--- src/rtl/core/hli_pkg.sv ---
package hli_pkg;

	// Field widths of a transaction.
	localparam int FUNC_W = 2;
	localparam int HUB_W  = 32;
	localparam int DIST_W = 32;

	// Default number of entries per label list.
	localparam int LABEL_DEPTH_DEF = 256;

	// Distance that stands for an unreachable pair.
	localparam logic [DIST_W-1:0] UNREACH_DIST = {DIST_W{1'b1}};

	// Function codes of a request.
	localparam logic [FUNC_W-1:0] FUNC_LOAD_FWD = 2'd0;
	localparam logic [FUNC_W-1:0] FUNC_LOAD_BWD = 2'd1;
	localparam logic [FUNC_W-1:0] FUNC_COMPUTE  = 2'd2;

	// Request payload.
	typedef struct packed {
		logic [FUNC_W-1:0] func;
		logic [HUB_W-1:0]  hub_id;
		logic [DIST_W-1:0] hub_dist;
	} req_t;

	// Response payload.
	typedef struct packed {
		logic [DIST_W-1:0] best_dist;
		logic              found;
		logic              overflowed;
	} rsp_t;

	// One stored label entry.
	typedef struct packed {
		logic [HUB_W-1:0]  hub;
		logic [DIST_W-1:0] cost;
	} entry_t;

	// Status from the list walker to the top level.
	typedef struct packed {
		logic busy;
		logic done;
	} walk_status_t;

endpackage

--- src/rtl/core/hli_walk.sv ---
module hli_walk #(
	parameter int LABEL_DEPTH = hli_pkg::LABEL_DEPTH_DEF,
	localparam int CNT_W = $clog2(LABEL_DEPTH + 1),
	localparam int IDX_W = (LABEL_DEPTH > 1) ? $clog2(LABEL_DEPTH) : 1
) (
	input  logic                         clk,
	input  logic                         arst_n,
	input  logic                         start,
	input  logic                         rsp_full,
	input  logic [CNT_W-1:0]             fwd_count,
	input  logic [CNT_W-1:0]             bwd_count,
	output logic [IDX_W-1:0]             fwd_addr,
	output logic [IDX_W-1:0]             bwd_addr,
	input  hli_pkg::entry_t              fwd_entry,
	input  hli_pkg::entry_t              bwd_entry,
	output hli_pkg::walk_status_t        status,
	output logic [hli_pkg::DIST_W-1:0]   best_dist
);

	typedef enum logic [1:0] {
		ST_IDLE,
		ST_CHECK,
		ST_CMP,
		ST_FINISH
	} state_t;

	state_t                      state_q;
	logic [CNT_W-1:0]            i_q;
	logic [CNT_W-1:0]            j_q;
	logic [hli_pkg::DIST_W-1:0]  best_q;

	// Shared compare and add unit, used once per step of the walk.
	logic [hli_pkg::DIST_W:0] sum;
	logic                     hub_eq;
	logic                     hub_lt;
	logic                     sum_lt;

	assign sum    = {1'b0, fwd_entry.cost} + {1'b0, bwd_entry.cost};
	assign hub_eq = (fwd_entry.hub == bwd_entry.hub);
	assign hub_lt = (fwd_entry.hub < bwd_entry.hub);
	assign sum_lt = (sum < {1'b0, best_q});

	// The memories read at the current pointers.
	assign fwd_addr = i_q[IDX_W-1:0];
	assign bwd_addr = j_q[IDX_W-1:0];

	// Sequencer: check pointers, read both lists, compare, repeat.
	always_ff @(posedge clk or negedge arst_n) begin
		if (!arst_n) begin
			state_q <= ST_IDLE;
			i_q     <= '0;
			j_q     <= '0;
			best_q  <= hli_pkg::UNREACH_DIST;
		end else begin
			unique case (state_q)
				ST_IDLE: begin
					if (start) begin
						i_q     <= '0;
						j_q     <= '0;
						best_q  <= hli_pkg::UNREACH_DIST;
						state_q <= ST_CHECK;
					end
				end
				ST_CHECK: begin
					if ((i_q < fwd_count) && (j_q < bwd_count)) begin
						state_q <= ST_CMP;
					end else begin
						state_q <= ST_FINISH;
					end
				end
				ST_CMP: begin
					if (hub_eq) begin
						if (sum_lt) begin
							best_q <= sum[hli_pkg::DIST_W-1:0];
						end
						i_q <= i_q + CNT_W'(1);
						j_q <= j_q + CNT_W'(1);
					end else if (hub_lt) begin
						i_q <= i_q + CNT_W'(1);
					end else begin
						j_q <= j_q + CNT_W'(1);
					end
					state_q <= ST_CHECK;
				end
				ST_FINISH: begin
					if (!rsp_full) begin
						state_q <= ST_IDLE;
					end
				end
				default: begin
					state_q <= ST_IDLE;
				end
			endcase
		end
	end

	assign status.busy = (state_q != ST_IDLE);
	assign status.done = (state_q == ST_FINISH) && !rsp_full;
	assign best_dist   = best_q;

endmodule

--- config.mk ---
export PLATFORM = sky130hd
export DESIGN_NAME = hli_walk
export DESIGN_NICKNAME = d
export VERILOG_FILES = /design/src/rtl/core/hli_pkg.sv /design/src/rtl/core/hli_walk.sv
export SDC_FILE = /design/constraint.sdc
export NUM_CORES = 1
export LEC_CHECK = 0
export BUFFER_PORTS_ARGS = -buffer_cell sky130_fd_sc_hd__buf_4
export CAP_MARGIN = 20
export CORE_AREA = 4 4 89 175
export DETAILED_ROUTE_END_ITERATION = 6
export DIE_AREA = 0 0 93 179
export PLACE_DENSITY_LB_ADDON = 0.2
export SLEW_MARGIN = 10
export SYNTH_ARGS = -nofsm -noshare
export SYNTH_HDL_FRONTEND = slang
export SYNTH_SLANG_ARGS = --single-unit
--- constraint.sdc ---
create_clock -name clk -period 3.22 [get_ports clk]
set_input_delay 0.161 -clock clk [delete_from_list [all_inputs] [get_ports clk]]
set_output_delay 0.161 -clock clk [all_outputs]
set_load 0.05 [all_outputs]
==> results by group <==
Status
  – Outcome: complete, but fails checks
  – Failing checks: negative setup slack

Placement
  – HPWL after detailed placement: 17.1 mm
  – PortBufs: 199
  – Routability congestion estimate: 0.869
  – Worst slack at placement: -1.36 ns
  – Instance area after placement: 9010 sq um

Clock tree
  – CTS tree: yes
  – Total clock buffers created by CTS: 5
  – Insertion delay to the later sink of the worst-skew pair: 0.29 ns
  – Total clock sinks: 52
  – H-tree levels: 2
  – Clk buf depth: 2
  – Clock tree root driver cell: clkbuf_16
  – Clock transition at the registers of the reported paths: 0.07 ns

Cells and area
  – Number of antenna cells inserted: 0
  – Post-route cell area: 9580 sq um
  – Net count of the finished layout: 1352
  – Most used cells in the layout excluding fill and tap cells: buf_4, inv_1, ha_1, a21oi_1, nor2_1
  – Count of fill cells added during filler insertion: 1275
  – Ratio of cells with drive above 1 in the final layout: 42.1%
  – Finished Core Util: 67.1%
  – Synthesis-to-finish area growth: 51.7%
  – Leading cell type in the layout, fill and taps excluded: buf_4

Floorplan
  – Core region area: 14300 sq um
  – Die ar.: 16600 sq um
  – # rows: 62
  – Die Width: 93 microns
  – Io pins: 200
  – Effective utilization at floorplan: 44.2%
  – Die Span Y: 179 microns

Worst setup path
  – Kind of start point of the critical path: input port
  – Critical-path maximum fanout: 6
  – CP Class: in2reg
  – Sequence of cells on the critical path: buf_4, ha_1, a21oi_1, o21a_1, nand2_2, a21bo_4, buf_6, o21ba_4, and4_1, or3_4, ha_4, a211oi_2, o21ai_2, a41oi_2, nor3_2, a2111oi_4, o221ai_4, buf_6, or4_1, o21a_1
  – Worst path arrival time: 4.25 ns
  – Critical path data required time: 3.45 ns
  – Number of buffers and inverters on the critical path: 3
  – Slowest stage delay, CP: 0.41 ns
  – Crit-path leading delay family: compound AO/OA/AOI/OAI gates
  – Sort of element at the end of the critical path: flop
  – Slowest stage cell on the critical path: or3_4

Logic synthesis
  – Post-synthesis instance area: 6320 sq um
  – Number of enable flip-flop cells after synthesis: 0
  – Share of synthesized area occupied by flip-flops and latches: 21.2%
  – Average size of a mapped cell: 8.17 sq um
  – Instance count of the mapped netlist: 773
  – Cell variety after synth: 74
  – Share of flip-flops with an asynchronous set or reset after synthesis: 100%
  – Synthesized flop and latch total: 52
  – Yosys synthesis warning count: 0
  – Net Count, Synth: 1037
  – Ys flop type: dfstp_2

Timing
  – Maximum clock rate: 249 MHz
  – Max Clock Skew: 0.00808 ns
  – Final critical-path share of the clock period: 125%
  – Unrepaired setup endpoints after global routing: yes
  – Final-report setup violation count: 32
  – Minimum hold slack: 0.186 ns
  – Minimum period implied by the final worst setup slack: 4.02 ns
  – Worst-margin pin slew: 0.695 ns
  – Worst-case headroom to the max-slew limit: 53.7%
  – Final number of max-transition violations: 0
  – Setup ws final: -0.801 ns
  – Fin Setup TNS: -22.87 ns
  – Final Hold Viols: 0

Routing
  – Drt via density: 5.39
  – Post-detailed-route count of antenna-violating nets: 0
  – Remaining design rule violation count: 0
  – Via Count: 6900
  – Routed wirelength normalized by instance count: 15.8 microns
  – Violation count after the first detailed-route iteration: 136
  – Routed Wire Length: 20.2 mm
  – First-pass iteration count of the detailed router: 4

Global routing
  – Largest net degree at the start of global routing: 53
  – Met2 GRT Util: 48.8%
  – Initial antenna violation count: 0
  – Global-route wire length before repair: 31.6 mm
  – Overflow left after global routing: 0
  – Met1 Usage GRT: 21.9%
  – Most Used Layer, Global Route: met2
  – Global routing usage summed across all routing layers: 23.5%
  – Routing usage on met3: 2.60%
  – Via count of the first global-routing pass: 6975

Flow run
  – Reported max-cap violation count: 0

Power
  – Max VDD drop: 0.000323 V
  – P per Cell Area: 452 nW/um^2
  – Leak Pwr: 5.10 nW

Hold path
  – Class of the worst hold path: in2reg
-- cell type report --
class	count	area, sq um	area share [%]
clock buffers	8	146	1.53
inverters	102	383	3.99
multi-input cells	583	4810	50.2
flip-flops and latches	52	1340	14.0
well taps	192	240	2.51
repair buffers	344	2670	27.8
-- worst reg2reg max path: stages, from the launching register on --
cell and delay (ns):
dfstp_2 0.56, inv_1 0.06, ha_1 0.31, and2_1 0.18, a221o_1 0.31, a211oi_2 0.24, nor3_2 0.08, a2111oi_4 0.25
o221ai_4 0.22, buf_6 0.16, or4_1 0.39, o21a_1 0.12
-- layer usage --
layer | vias up | wire length, microns
met3 | 50 | 980
met1 | 3236 | 6700
li1 | 3418 | -
met4 | 0 | 872
met2 | 196 | 11700
met5 | - | 0
-- synth_stat cells, types with 6 or more instances --
library cell,instances,area (sq um)
nor2_1,44,165
inv_1,102,383
or3_1,9,56.3
nand3_1,21,105
xor2_1,6,52.6
a21oi_1,65,325
dfrtp_1,20,500
and3_1,13,81.3
mux2i_1,13,130
and2_1,7,43.8
clkbuf_1,14,52.6
dfstp_2,32,841
xnor2_1,20,175
o21a_1,7,52.6
nand2_1,43,161
ha_1,113,1410
o21bai_1,6,45.0
nand2b_1,8,50.1
nand4_1,19,119
o211ai_1,7,52.6
nor2b_1,8,50.1
nor4_1,9,56.3
a21o_1,35,263
a31oi_1,7,43.8
o21ai_0,31,155
nor3_1,9,45.0
a211oi_1,10,75.1
buf_4,17,128
-- cell families after synthesis --
| logic type | Yosys count | share of synthesized area (%) |
|---|---|---|
| AO/OA/AOI/OAI | 220 | 23.6 |
| adder cells (fa/ha/maj) | 114 | 22.7 |
| buffers and inverters | 138 | 9.49 |
| AND/OR/NAND/NOR | 208 | 17.0 |
| flip-flops | 52 | 21.2 |
| multiplexers | 15 | 2.42 |
| XOR/XNOR | 26 | 3.61 |
-- stage by stage --
step | total power, mW | std cells
finish | 4.33 | 1281
global route | 4.65 | 1281
CTS | 4.22 | 1270
detailed placement | 3.62 | 1255
global placement | 3.58 | 1255
floorplan | 2.63 | 773
-- final timing paths --
| kind | start | endpoint | slack, ns | cells past startpoint |
|---|---|---|---|---|
| worst max-delay path | fwd_entry[7] | best_dist[0]$_DFFE_PN1P_ | -0.80 | 20 |
| worst min-delay path | rsp_full | state_q[1]$_DFFE_PN0P_ | 0.19 | 3 |
| worst max register to register | best_dist[20]$_DFFE_PN1P_ | best_dist[0]$_DFFE_PN1P_ | 0.28 | 11 |
| worst min register to register | best_dist[2]$_DFFE_PN1P_ | best_dist[2]$_DFFE_PN1P_ | 0.50 | 2 |
| max in group asynchronous | arst_n | j_q[2]$_DFFE_PN0P_ | 2.28 | 2 |
| min in group asynchronous | arst_n | i_q[3]$_DFFE_PN0P_ | 0.48 | 2 |
-- what timing repair did --
item                                    CTS  global route
hold buffers                              1             0
pin swaps                                17            17
endpoints found under the setup margin   32            32
gates cloned                              0             1
hold endpoints to repair                 20             0
setup buffers                             6            10
gates resized for setup                  16            37
-- state kept, by name (all words and copies together) (netlist names) --
signal / count
state_q: 2
i_q: 9
j_q: 9
best_dist: 32
-- report_power, final --
| part | leakage [nW] | internal, mW | switching, mW |
|---|---|---|---|
| clock | 0.0712 | 0.311 | 0.237 |
| sequential | 0.606 | 0.826 | 0.127 |
| combinational | 4.42 | 1.24 | 1.59 |
| total | 5.10 | 2.37 | 1.95 |
Note: power is estimated with default switching activity, not from simulation.
